<file path="src/design/pjq_pkg.sv">
package pjq_pkg;

	// Operation codes carried in the request.
	localparam logic [1:0] FUNC_ADD    = 2'd0;
	localparam logic [1:0] FUNC_PROC   = 2'd1;
	localparam logic [1:0] FUNC_CANCEL = 2'd2;
	localparam logic [1:0] FUNC_DISP   = 2'd3;

	// Result status codes.
	localparam logic [1:0] STAT_ENTRY = 2'd0;
	localparam logic [1:0] STAT_BLANK = 2'd1;
	localparam logic [1:0] STAT_FULL  = 2'd2;

	// Priority character that sends a job to the head of the queue.
	localparam logic [7:0] URGENT_CHAR = 8'h55;

	// Kinds of result the controller can ask the datapath to produce.
	localparam logic [1:0] EMIT_NONE  = 2'd0;
	localparam logic [1:0] EMIT_ENTRY = 2'd1;
	localparam logic [1:0] EMIT_BLANK = 2'd2;
	localparam logic [1:0] EMIT_FULL  = 2'd3;

	typedef struct packed {
		logic [1:0]  func;
		logic [15:0] job_id;
		logic [15:0] pages;
		logic [7:0]  priority_char;
		logic        reverse_order;
	} req_t;

	typedef struct packed {
		logic [1:0]  status;
		logic [15:0] out_job_id;
		logic [15:0] out_pages;
		logic [7:0]  out_priority;
		logic        last;
	} res_t;

	typedef struct packed {
		logic [15:0] id;
		logic [15:0] pages;
		logic [7:0]  prio;
	} entry_t;

	// Commands from the controller to the datapath.
	typedef struct packed {
		logic       load_req;
		logic       rd_en;
		logic       start_shift;
		logic       wr_shift;
		logic       add_entry;
		logic       pop_head;
		logic       dec_count;
		logic [1:0] emit;
	} cmd_t;

	// Status from the datapath to the controller.
	typedef struct packed {
		logic cnt_zero;
		logic full;
		logic idx_lt_cnt;
		logic vld;
		logic hit;
		logic at_end;
		logic scan_done;
	} stat_t;

endpackage

</file>
<file path="src/design/pjq_ctrl.sv">
module pjq_ctrl (
	input  logic                 clk,
	input  logic                 arst_n,
	input  logic                 start,
	input  logic [1:0]           func,
	input  pjq_pkg::stat_t       stat,
	output pjq_pkg::cmd_t        cmd,
	output logic                 busy
);

	localparam logic [2:0] S_IDLE  = 3'd0;
	localparam logic [2:0] S_SCAN  = 3'd1;
	localparam logic [2:0] S_SHIFT = 3'd2;
	localparam logic [2:0] S_PRD   = 3'd3;
	localparam logic [2:0] S_PWAIT = 3'd4;
	localparam logic [2:0] S_DISP  = 3'd5;

	logic [2:0] state_q;
	logic [2:0] state_d;
	logic [1:0] op_q;

	// State and operation registers.
	always_ff @(posedge clk or negedge arst_n) begin
		if (!arst_n) begin
			state_q <= S_IDLE;
			op_q    <= pjq_pkg::FUNC_ADD;
		end else begin
			state_q <= state_d;
			if (state_q == S_IDLE && start) begin
				op_q <= func;
			end
		end
	end

	assign busy = (state_q != S_IDLE);

	// Next state and command decode.
	always_comb begin
		state_d = state_q;
		cmd     = '0;
		cmd.emit = pjq_pkg::EMIT_NONE;
		case (state_q)
			S_IDLE: begin
				if (start) begin
					cmd.load_req = 1'b1;
					case (func)
						pjq_pkg::FUNC_ADD,
						pjq_pkg::FUNC_CANCEL: begin
							state_d = S_SCAN;
						end
						pjq_pkg::FUNC_PROC: begin
							if (stat.cnt_zero) cmd.emit = pjq_pkg::EMIT_BLANK;
							else state_d = S_PRD;
						end
						default: begin
							if (stat.cnt_zero) cmd.emit = pjq_pkg::EMIT_BLANK;
							else state_d = S_DISP;
						end
					endcase
				end
			end
			S_SCAN: begin
				cmd.rd_en = stat.idx_lt_cnt & ~stat.hit;
				if (stat.hit) begin
					if (op_q == pjq_pkg::FUNC_ADD) begin
						cmd.emit = pjq_pkg::EMIT_BLANK;
						state_d  = S_IDLE;
					end else begin
						cmd.emit = pjq_pkg::EMIT_ENTRY;
						if (stat.at_end) begin
							cmd.dec_count = 1'b1;
							state_d       = S_IDLE;
						end else begin
							cmd.start_shift = 1'b1;
							state_d         = S_SHIFT;
						end
					end
				end else if (stat.scan_done) begin
					state_d = S_IDLE;
					if (op_q == pjq_pkg::FUNC_ADD) begin
						if (stat.full) cmd.emit = pjq_pkg::EMIT_FULL;
						else cmd.add_entry = 1'b1;
					end else begin
						cmd.emit = pjq_pkg::EMIT_BLANK;
					end
				end
			end
			S_SHIFT: begin
				cmd.rd_en    = stat.idx_lt_cnt;
				cmd.wr_shift = stat.vld;
				if (stat.at_end) begin
					cmd.dec_count = 1'b1;
					state_d       = S_IDLE;
				end
			end
			S_PRD: begin
				cmd.rd_en = 1'b1;
				state_d   = S_PWAIT;
			end
			S_PWAIT: begin
				cmd.emit     = pjq_pkg::EMIT_ENTRY;
				cmd.pop_head = 1'b1;
				state_d      = S_IDLE;
			end
			S_DISP: begin
				cmd.rd_en = stat.idx_lt_cnt;
				if (stat.vld) cmd.emit = pjq_pkg::EMIT_ENTRY;
				if (stat.at_end) state_d = S_IDLE;
			end
			default: begin
				state_d = S_IDLE;
			end
		endcase
	end

endmodule

</file>
<file path="src/design/pjq_dp.sv">
module pjq_dp #(
	parameter int QUEUE_DEPTH = 16
) (
	input  logic            clk,
	input  logic            arst_n,
	input  pjq_pkg::req_t   request,
	input  pjq_pkg::cmd_t   cmd,
	output pjq_pkg::stat_t  stat,
	output logic            result_valid,
	output pjq_pkg::res_t   result
);

	localparam int AW = $clog2(QUEUE_DEPTH);
	localparam int CW = $clog2(QUEUE_DEPTH + 1);

	pjq_pkg::entry_t mem [QUEUE_DEPTH];

	pjq_pkg::req_t   req_q;
	logic [AW-1:0]   head_q;
	logic [CW-1:0]   cnt_q;
	logic [CW-1:0]   idx_q;
	logic [CW-1:0]   idx_s1;
	logic            vld_s1;
	pjq_pkg::entry_t rd_data_s1;
	logic            result_valid_q;
	pjq_pkg::res_t   result_q;

	logic [CW-1:0]   rd_log;
	logic [AW-1:0]   rd_addr;
	logic [AW-1:0]   head_dec;
	logic [AW-1:0]   head_inc;
	logic            urgent;
	logic            mem_we;
	logic [AW-1:0]   wr_addr;
	pjq_pkg::entry_t wr_data;
	pjq_pkg::entry_t new_entry;

	// Map a queue position (0 is the head) to a physical slot of the ring.
	function automatic logic [AW-1:0] phys(input logic [AW-1:0] head, input logic [CW-1:0] pos);
		logic [CW:0] sum;
		sum = (CW+1)'(head) + (CW+1)'(pos);
		if (sum >= (CW+1)'(QUEUE_DEPTH)) begin
			sum = sum - (CW+1)'(QUEUE_DEPTH);
		end
		return AW'(sum);
	endfunction

	// Read position: reverse display walks from the tail.
	always_comb begin
		if (req_q.func == pjq_pkg::FUNC_DISP && req_q.reverse_order) begin
			rd_log = cnt_q - CW'(1) - idx_q;
		end else begin
			rd_log = idx_q;
		end
		rd_addr = phys(head_q, rd_log);
	end

	assign head_dec  = (head_q == '0) ? AW'(QUEUE_DEPTH - 1) : head_q - AW'(1);
	assign head_inc  = (head_q == AW'(QUEUE_DEPTH - 1)) ? '0 : head_q + AW'(1);
	assign urgent    = (req_q.priority_char == pjq_pkg::URGENT_CHAR);
	assign new_entry = '{id: req_q.job_id, pages: req_q.pages, prio: req_q.priority_char};

	// Write port: a new job at the head or tail, or one step of a cancel shift.
	always_comb begin
		mem_we  = cmd.add_entry | cmd.wr_shift;
		wr_data = cmd.wr_shift ? rd_data_s1 : new_entry;
		if (cmd.wr_shift) begin
			wr_addr = phys(head_q, idx_s1 - CW'(1));
		end else if (urgent) begin
			wr_addr = head_dec;
		end else begin
			wr_addr = phys(head_q, cnt_q);
		end
	end

	// Entry memory with a registered read port.
	always_ff @(posedge clk) begin
		if (mem_we) begin
			mem[wr_addr] <= wr_data;
		end
		if (cmd.rd_en) begin
			rd_data_s1 <= mem[rd_addr];
		end
	end

	// Request register and read position tags.
	always_ff @(posedge clk) begin
		if (cmd.load_req) begin
			req_q <= request;
		end
		idx_s1 <= idx_q;
	end

	// Queue pointers, walk counter and read valid flag.
	always_ff @(posedge clk or negedge arst_n) begin
		if (!arst_n) begin
			head_q <= '0;
			cnt_q  <= '0;
			idx_q  <= '0;
			vld_s1 <= 1'b0;
		end else begin
			vld_s1 <= cmd.rd_en;
			if (cmd.load_req) begin
				idx_q <= '0;
			end else if (cmd.start_shift) begin
				idx_q <= idx_s1 + CW'(1);
			end else if (cmd.rd_en) begin
				idx_q <= idx_q + CW'(1);
			end
			if (cmd.add_entry) begin
				cnt_q <= cnt_q + CW'(1);
				if (urgent) head_q <= head_dec;
			end else if (cmd.pop_head) begin
				cnt_q  <= cnt_q - CW'(1);
				head_q <= head_inc;
			end else if (cmd.dec_count) begin
				cnt_q <= cnt_q - CW'(1);
			end
		end
	end

	// Status toward the controller.
	always_comb begin
		stat.cnt_zero   = (cnt_q == '0);
		stat.full       = (cnt_q == CW'(QUEUE_DEPTH));
		stat.idx_lt_cnt = (idx_q < cnt_q);
		stat.vld        = vld_s1;
		stat.hit        = vld_s1 && (rd_data_s1.id == req_q.job_id);
		stat.at_end     = vld_s1 && (idx_s1 == cnt_q - CW'(1));
		stat.scan_done  = stat.cnt_zero | stat.at_end;
	end

	// Result register; blank and full results carry zero fields.
	always_ff @(posedge clk or negedge arst_n) begin
		if (!arst_n) begin
			result_valid_q <= 1'b0;
		end else begin
			result_valid_q <= (cmd.emit != pjq_pkg::EMIT_NONE);
		end
	end

	always_ff @(posedge clk) begin
		case (cmd.emit)
			pjq_pkg::EMIT_ENTRY: begin
				result_q.status       <= pjq_pkg::STAT_ENTRY;
				result_q.out_job_id   <= rd_data_s1.id;
				result_q.out_pages    <= rd_data_s1.pages;
				result_q.out_priority <= rd_data_s1.prio;
				result_q.last         <= (req_q.func != pjq_pkg::FUNC_DISP) | stat.at_end;
			end
			pjq_pkg::EMIT_BLANK: begin
				result_q <= '{status: pjq_pkg::STAT_BLANK, out_job_id: '0,
					out_pages: '0, out_priority: '0, last: 1'b1};
			end
			pjq_pkg::EMIT_FULL: begin
				result_q <= '{status: pjq_pkg::STAT_FULL, out_job_id: '0,
					out_pages: '0, out_priority: '0, last: 1'b1};
			end
			default: begin
				result_q <= result_q;
			end
		endcase
	end

	assign result_valid = result_valid_q;
	assign result       = result_q;

	// The job count never passes the queue depth.
	assert property (@(posedge clk) disable iff (!arst_n) cnt_q <= CW'(QUEUE_DEPTH))
		else $error("job count above queue depth");

	// A job is only added to a queue that has room.
	assert property (@(posedge clk) disable iff (!arst_n) cmd.add_entry |-> !stat.full)
		else $error("add into a full queue");

	// A job is only removed from a queue that holds one.
	assert property (@(posedge clk) disable iff (!arst_n)
		(cmd.pop_head || cmd.dec_count) |-> !stat.cnt_zero)
		else $error("removal from an empty queue");

	// Blank and full results always close their request.
	assert property (@(posedge clk) disable iff (!arst_n)
		(result_valid_q && result_q.status != pjq_pkg::STAT_ENTRY) |-> result_q.last)
		else $error("blank or full result without last");

endmodule

</file>
<file path="src/design/print_job_queue_with_cancel.sv">
// Job queue with urgent insertion at the head, pop from the head, cancel by id and display.
// Add walks the entry memory for a duplicate id, one read a cycle; process reads and pops the
// head entry; cancel walks to the job by id, then shifts the later entries one slot toward the
// head when the job was not the tail; display gives the entries in order, or from the tail when
// reverse_order is set. Reset clears the job count and head pointer, not the entry memory.
// Results appear for one cycle on result_valid; the receiver cannot stall them.
module print_job_queue_with_cancel #(
	parameter int QUEUE_DEPTH = 16
) (
	input  logic          clk,
	input  logic          arst_n,
	input  logic          start,
	input  pjq_pkg::req_t request,
	output logic          busy,
	output logic          result_valid,
	output pjq_pkg::res_t result
);

	pjq_pkg::cmd_t  cmd;
	pjq_pkg::stat_t stat;

	// Sequencer for the request walks.
	pjq_ctrl u_ctrl (
		.clk    (clk),
		.arst_n (arst_n),
		.start  (start),
		.func   (request.func),
		.stat   (stat),
		.cmd    (cmd),
		.busy   (busy)
	);

	// Entry memory, ring pointers and result register.
	pjq_dp #(
		.QUEUE_DEPTH (QUEUE_DEPTH)
	) u_dp (
		.clk          (clk),
		.arst_n       (arst_n),
		.request      (request),
		.cmd          (cmd),
		.stat         (stat),
		.result_valid (result_valid),
		.result       (result)
	);

endmodule
</file>
<file path="config.mk">
export PLATFORM = sky130hd
export DESIGN_NAME = print_job_queue_with_cancel
export DESIGN_NICKNAME = d
export VERILOG_FILES = /design/src/design/pjq_pkg.sv /design/src/design/pjq_ctrl.sv /design/src/design/pjq_dp.sv /design/src/design/print_job_queue_with_cancel.sv
export SDC_FILE = /design/constraint.sdc
export NUM_CORES = 1
export LEC_CHECK = 0
export ABC_AREA = 1
export BUFFER_PORTS_ARGS = -buffer_cell sky130_fd_sc_hd__buf_2
export CELL_PAD_IN_SITES_DETAIL_PLACEMENT = 1
export CELL_PAD_IN_SITES_GLOBAL_PLACEMENT = 2
export CORE_ASPECT_RATIO = 1.1
export CORE_MARGIN = 4
export CORE_UTILIZATION = 48
export CTS_CLUSTER_DIAMETER = 150
export CTS_CLUSTER_SIZE = 10
export DETAILED_ROUTE_END_ITERATION = 8
export GPL_TIMING_DRIVEN = 0
export MAX_ROUTING_LAYER = met4
export PLACE_DENSITY_LB_ADDON = 0.1
export SYNTH_ARGS = -nofsm -noshare
export SYNTH_HDL_FRONTEND = slang
export SYNTH_SLANG_ARGS = --single-unit
</file>
<file path="constraint.sdc">
create_clock -name clk -period 7.1 [get_ports clk]
set_input_delay 1.42 -clock clk [delete_from_list [all_inputs] [get_ports clk]]
set_output_delay 1.42 -clock clk [all_outputs]
set_load 0.01 [all_outputs]
</file>
==> results of run 1 <==
[state kept, by name, indices dropped and copies added, names as in the netlist, 2 cells and up]
name             cells
u_ctrl.state_q       3
u_dp.new_entry      40
u_dp.idx_s1          5
u_ctrl.op_q          2
u_dp.mem           640
u_dp.rd_data_s1     40
u_dp.req_q           3
u_dp.cnt_q           5
u_dp.result         43
u_dp.idx_q           5
u_dp.head_q          4
[placed cells by master (no fill, tap or decap), types with 5 or more instances in the layout]
cell type,n
edfxtp_1,766
o21ai_0,261
inv_1,258
nand2_1,236
a21oi_1,209
mux2i_1,160
buf_2,116
clkbuf_1,114
clkbuf_16,91
o211ai_1,83
o21ai_1,47
a31oi_1,43
nor2_2,34
nor2_1,31
nand3_1,28
buf_4,25
nor2_4,24
ha_1,23
buf_12,21
dfrtp_1,21
buf_6,19
xnor2_1,12
xor2_1,11
nand4_1,9
inv_2,8
nand2_2,8
buf_1,6
buf_16,5
dfxtp_1,5
[critical path: cells and delay by family (launching register included)]
kind,cells,cell delay (ps)
fa+ha+maj,3,1350
flops,1,570
compound gates,4,1060
buf+inv,5,2370
[how the worst min path moves through the flow]
| stage | slack, ps | start | end |
|---|---|---|---|
| 4_1_cts | 450 | u_dp.idx_q[4] | u_dp.idx_s1[4] |
| 3_5_place_dp | 440 | u_dp.idx_q[0] | u_dp.idx_s1[0] |
| 3_3_place_gp | 420 | u_dp.idx_q[0] | u_dp.idx_s1[0] |
| 5_1_grt | 460 | u_dp.idx_q[0] | u_dp.idx_s1[0] |
| 2_1_floorplan | 390 | u_dp.idx_q[0] | u_dp.idx_s1[0] |
| 6_report | 450 | u_dp.idx_q[0] | u_dp.idx_s1[0] |
[stage by stage]
step	worst slack, ps	cells
after floorplan	1710	2442
after global placement	-1930	3450
after detailed placement	1510	3515
after CTS	1430	3635
after global routing	1180	3635
final	1440	3635
[area by class of cell]
| class | count | area [µm²] |
|---|---|---|
| Tap cell | 918 | 1150 |
| Inverter | 267 | 1000 |
| Fill cell | 6698 | 29900 |
| Clock inverter | 6 | 75.1 |
| Timing Repair Buffer | 155 | 1340 |
| Multi-Input combinational cell | 1253 | 7680 |
| Buffer | 130 | 599 |
| Sequential cell | 792 | 23600 |
| Clock buffer | 114 | 2360 |
[cells by family after synthesis]
| kind of cell | share of synthesized area (%) |
|---|---|
| flops | 72.1 |
| compound gates | 10.9 |
| buf+inv | 4.90 |
| simple gates | 5.36 |
| mux | 4.89 |
| fa+ha+maj | 1.12 |
| xor+xnor | 0.669 |
[per-layer routing]
metal | part of all wire, % | routed length, µm
met5 | 0 | 0
met4 | 2.6 | 2490
met3 | 5.3 | 5120
met2 | 50 | 47800
met1 | 42 | 40900
==> impl_results.md, run 1 <==
* Register area share after synthesis at between 70 and 80%
* FMAX at roughly 0.18 GHz
* DP HPWL at between 60000 and 70000 µm
* Share of layout cells above drive strength 1 at between 10% and 20%
* CTS H-Tree Depth at 3
* CTS tree: done
* Worst-skew pair later-pin latency at ~630 ps
* CP Capture Type: register
* Clock Skews at between 20 and 25 ps
* Hold-fix buffers at CTS at 0
* I/O Buffers at 90
* Type of the worst setup path: reg2reg
* Syn_nets at between 2000 and 3000
* Worst Reg-to-Reg Cells at 12
* DR vias at 20700
* TritonCTS buffer count at 89
* Clock-pin slew on the worst setup and hold paths at 60 ps
* Hold Path Depth at 0
* Initial antenna violation count at 0
* Synthesized flop and latch total at between 700 and 800
* I/O pin count at between 90 and 100
* Total grt overflow at 0
* Initial cell density of the core at between 40 and 50%
* Nets at 2761
* Flop2flop setup slack at 1440 ps
* Slowest CP cell: clkbuf_1
* Vias in the first global route at roughly 22000
* Unrepaired setup endpoints after global routing: false
* Final WL at just under 100000 µm
* # rows at 100
* Setup TNS Final at 0 ps
* Worst Hold Class: reg2reg
* N_diodes at 0
* Worst Path Arrival at about 6000 ps
* DR iter-0 viols at ~1700
* Root Buffer Master: clkbuf_16
* Post-DP Area at between 0.03 and 0.04 mm²
* Ys flop type: edfxtp_1
* Met3 usage at 3.73%
* Die area at about 0.072 mm²
* Worst-case clock buffer depth at 3
* FF-to-FF End: u_dp.rd_data_s1[30]
* Ratio of final minimum period to clock period at approximately four fifths
* Status: complete, no violations
* Max_slew headroom at 20.3%
* Final core occ at a little under three fifths
* Count leader, synth: edfxtp_1
* CP required at 7420 ps
* Synthesized area at between 0.03 and 0.04 mm²
* # setup viols final at 0
* Mean routed wirelength per cell at approximately 27 µm
* Synth top cells by count: edfxtp_1, o21ai_0, inv_1
* Final worst path period need at between 5000 and 6000 ps
* EDFF count, synth at 766
* DRT antenna net count at 0
* GR Util met1 at about 36%
* Worst path max stage delay at around 780 ps
* Sink Count at between 700 and 800
* Async S/R FF share, synth at around 2.7%
* Pins Over Slew Limit at 0
* Syn Area/Cell at about 13 µm²
* Largest net degree at the start of global routing at 27
* Crit path to: u_dp.rd_data_s1[30]
* Final hold violations at 0
* Ranking of synthesized cells by area: edfxtp_1, mux2i_1, o21ai_0
* Global-route track usage on met2 at between 40% and 50%
* Share of the synthesized area in the top cell type at a little over two thirds
* Critical-path cell list: inv_2, ha_1, fa_1, o21ai_0, fa_1, clkbuf_1, inv_1, clkbuf_1, clkbuf_1, o211ai_1, a21oi_1, a31oi_1
* Critical Path Source: u_dp.cnt_q[0]
* PostCTS Resize Cnt at 0
* Reg2reg start: u_dp.cnt_q[0]
* Synth unique cells at 43
* Worst Path Max Fanout at 10
* Syn. warnings at 0
* Number of remaining DRC errors at 0
* Startpoint Class: register
* Core ar. at between 0.06 and 0.07 mm²
* Mapped Cells at around 2400
* Via density at roughly 5.7
* Max-cap violations at 0
* Die Wd at 257 µm
* Post CTS Setup Buffer Count at 0
* Worst-Margin Slew at around 1200 ps
* Die H at approximately 280 µm
* Layout area overhead at 15.5%
* GR peak layer: met2
* Design area at between 0.03 and 0.04 mm²
* Placer Congestion at between 0.8 and 0.9
* Fin Hold WS at ~450 ps
* Pre-antenna DRT Iters at 5
* Yosys top cell by area: edfxtp_1
* CP dominant cell by count: clkbuf_1
* Total track usage at a little over a quarter
* First-pass GRT wire length at ~140000 µm
Power of run 1 is not shown: default switching activity piles up to over one toggle a cycle in this logic, so the estimate is an artifact.
==> run 2, diff against run 1 <==
--- a/config.mk
+++ b/config.mk
@@ -11,7 +11,7 @@
 export CELL_PAD_IN_SITES_GLOBAL_PLACEMENT = 2
 export CORE_ASPECT_RATIO = 1.1
 export CORE_MARGIN = 4
-export CORE_UTILIZATION = 48
+export CORE_UTILIZATION = 45
 export CTS_CLUSTER_DIAMETER = 150
 export CTS_CLUSTER_SIZE = 10
 export DETAILED_ROUTE_END_ITERATION = 8
==> constraint.sdc (replaced) <==
create_clock -name clk -period 5.6 [get_ports clk]
set_input_delay 1.12 -clock clk [delete_from_list [all_inputs] [get_ports clk]]
set_output_delay 1.12 -clock clk [all_outputs]
set_load 0.01 [all_outputs]
==> impl_results.md, run 2 (same netlist as run 1, synthesis figures left out) <==
* Total track usage at 25.3% (-2.1 points)
* Layout area overhead at 15.4% (about the same)
* CTS tree: done
* Worst Hold Class: reg2reg
* Critical-path cell list: inv_2, ha_1, fa_1, o21ai_0, fa_1, clkbuf_1, clkbuf_1, clkbuf_1, a21oi_1, o21ai_0, o211ai_1, a21oi_1, a31oi_1
* Type of the worst setup path: reg2reg
* Final hold violations at 0 (unchanged)
* Design area at 0.0378 mm² (about the same)
* DP HPWL at 65000 µm (-0.31%)
* Post-DP Area at 0.0353 mm² (-0.16%)
* Most frequent cells in the layout: edfxtp_1, o21ai_0, inv_1, nand2_1, a21oi_1
* I/O Buffers at 90 (unchanged)
* Final WS setup at 320 ps (-1120 ps)
* TritonCTS buffer count at 89 (unchanged)
* Final core occ at 52.6% (-3.3 points)
* FMAX at 0.189 GHz (+7.1%)
* # setup viols final at 0 (unchanged)
* Max-cap violations at 0 (unchanged)
* Worst Path Max Fanout at 10 (unchanged)
* Crit path to: u_dp.rd_data_s1[30]
* Hold-fix buffers at CTS at 0 (unchanged)
* Pins Over Slew Limit at 0 (unchanged)
* Post CTS Setup Buffer Count at 0 (unchanged)
* Ratio of final minimum period to clock period at 94.3% (+15 points)
* DR vias at 20500 (-0.57%)
* Core ar. at 0.0719 mm² (+6.2%)
* Worst Reg-to-Reg Cells at 13 (+1)
* Vias in the first global route at 21900 (-0.87%)
* Largest register FFs at 640 (unchanged)
* Initial cell density of the core at 45.5% (-2.8 points)
* Status: complete, no violations
* Unrepaired setup endpoints after global routing: false
* Worst-Margin Slew at 1250 ps (+51.3 ps)
* Mean routed wirelength per cell at 26.1 µm (-1.6%)
* Hold Crit Start: u_dp.idx_q[0]
* Total grt overflow at 0 (unchanged)
* Setup slack at placement at -105 ps (-1620 ps)
* DRT antenna net count at 0 (unchanged)
* Critical path depth at 13 (+1)
* Commonest non-fill, non-tap cell in the layout: edfxtp_1
* Clock Skews at 38.3 ps (+18.2 ps)
* Worst path max stage delay at 970 ps (+190 ps)
* Worst Path Arrival at 5620 ps (-360 ps)
* Pre-antenna DRT Iters at 6 (+1)
* Critical Path Source: u_dp.cnt_q[0]
* Worst-skew pair later-pin latency at 660 ps (+30 ps)
* Fill count at 7222 (+7.8%)
* PostCTS Resize Cnt at 0 (unchanged)
* Root Buffer Master: clkbuf_16
* Die H at 291 µm (+3.2%)
* I/O pin count at 91 (unchanged)
* Die Wd at 265 µm (+3.2%)
* Share of layout cells above drive strength 1 at 13.9% (-0.11 points)
* Reg2reg start: u_dp.cnt_q[0]
* Startpoint Class: register
* Final worst path period need at 5280 ps (-375 ps)
* Worst path top cell family by delay: buffers and inverters
* Final WL at 95300 µm (-1.1%)
* Register name with the most flops: u_dp.mem
* CP required at 5940 ps (-1480 ps)
* Worst-case clock buffer depth at 3 (unchanged)
* Max_slew headroom at 16.8% (-3.4 points)
* First-pass GRT wire length at 141000 µm (-1.2%)
* Largest net degree at the start of global routing at 29 (+7.4%)
* Number of remaining DRC errors at 0 (unchanged)
* Worst Path Buf+Inv at 4 (-1)
* Flop2flop setup slack at 320 ps (-1120 ps)
* Via density at 5.62 (-1.1%)
* # rows at 103 (+3.0%)
* Die area at 0.0772 mm² (+6.5%)
* CP Capture Type: register
* Fin Hold WS at 431 ps (-22.5 ps)
* Sink Count at 792 (unchanged)
* DR iter-0 viols at 1769 (+3.0%)
* Slowest CP cell: clkbuf_1
* CTS H-Tree Depth at 3 (unchanged)
* FF-to-FF End: u_dp.rd_data_s1[30]
* Nets at 2754 (-0.25%)
* Placer Congestion at 0.821 (-0.87%)
* Initial antenna violation count at 2 (+2)
* Clock-pin slew on the worst setup and hold paths at 60 ps (about the same)
* CP dominant cell by count: clkbuf_1
run 2: worst min path at each step:
stage | cells after the start | endpoint
finish | 0 | u_dp.idx_s1[0]
global route | 0 | u_dp.idx_s1[0]
CTS | 0 | u_dp.idx_s1[0]
detailed placement | 0 | u_dp.idx_s1[0]
global placement | 0 | u_dp.idx_s1[0]
floorplan | 0 | u_dp.idx_s1[0]
run 2: final cells by class:
cell class                 count  area, µm²  share of cell area, %
antenna                        1       2.50                0.00662
inverter                     267       1000                   2.66
multi-input combinational   1253       7680                   20.3
timing repair buffer         149       1240                   3.27
clock buffer                 112       2330                   6.18
clock inverter                 7        134                  0.354
buffer                       129        596                   1.58
tap                          945       1180                   3.13
sequential                   792      23600                   62.5
run 2: stage by stage:
step,instances,TNS [ps]
after floorplan,2442,0
after global placement,3477,-711930
after detailed placement,3536,-567
after CTS,3654,0
after global routing,3654,0
final,3655,0
run 2: worst register-to-register path, cell delays in order, from the launching register on:
cell and delay, ps:
dfrtp_1 570, inv_2 120, ha_1 420, fa_1 520, o21ai_0 170, fa_1 530
clkbuf_1 460, clkbuf_1 980, clkbuf_1 510, a21oi_1 70, o21ai_0 100, o211ai_1 110
a21oi_1 310, a31oi_1 140
run 2: layer usage:
| layer | global-route usage [%] | up-vias | share of wire (%) |
|---|---|---|---|
| li1 | - | 9294 | - |
| met1 | 33.1 | 10500 | 43 |
| met2 | 41.2 | 537 | 49 |
| met3 | 3.77 | 181 | 5.0 |
| met4 | 8.29 | 0 | 3.3 |
| met5 | - | - | 0 |
Power of run 2 is left out for the same reason.
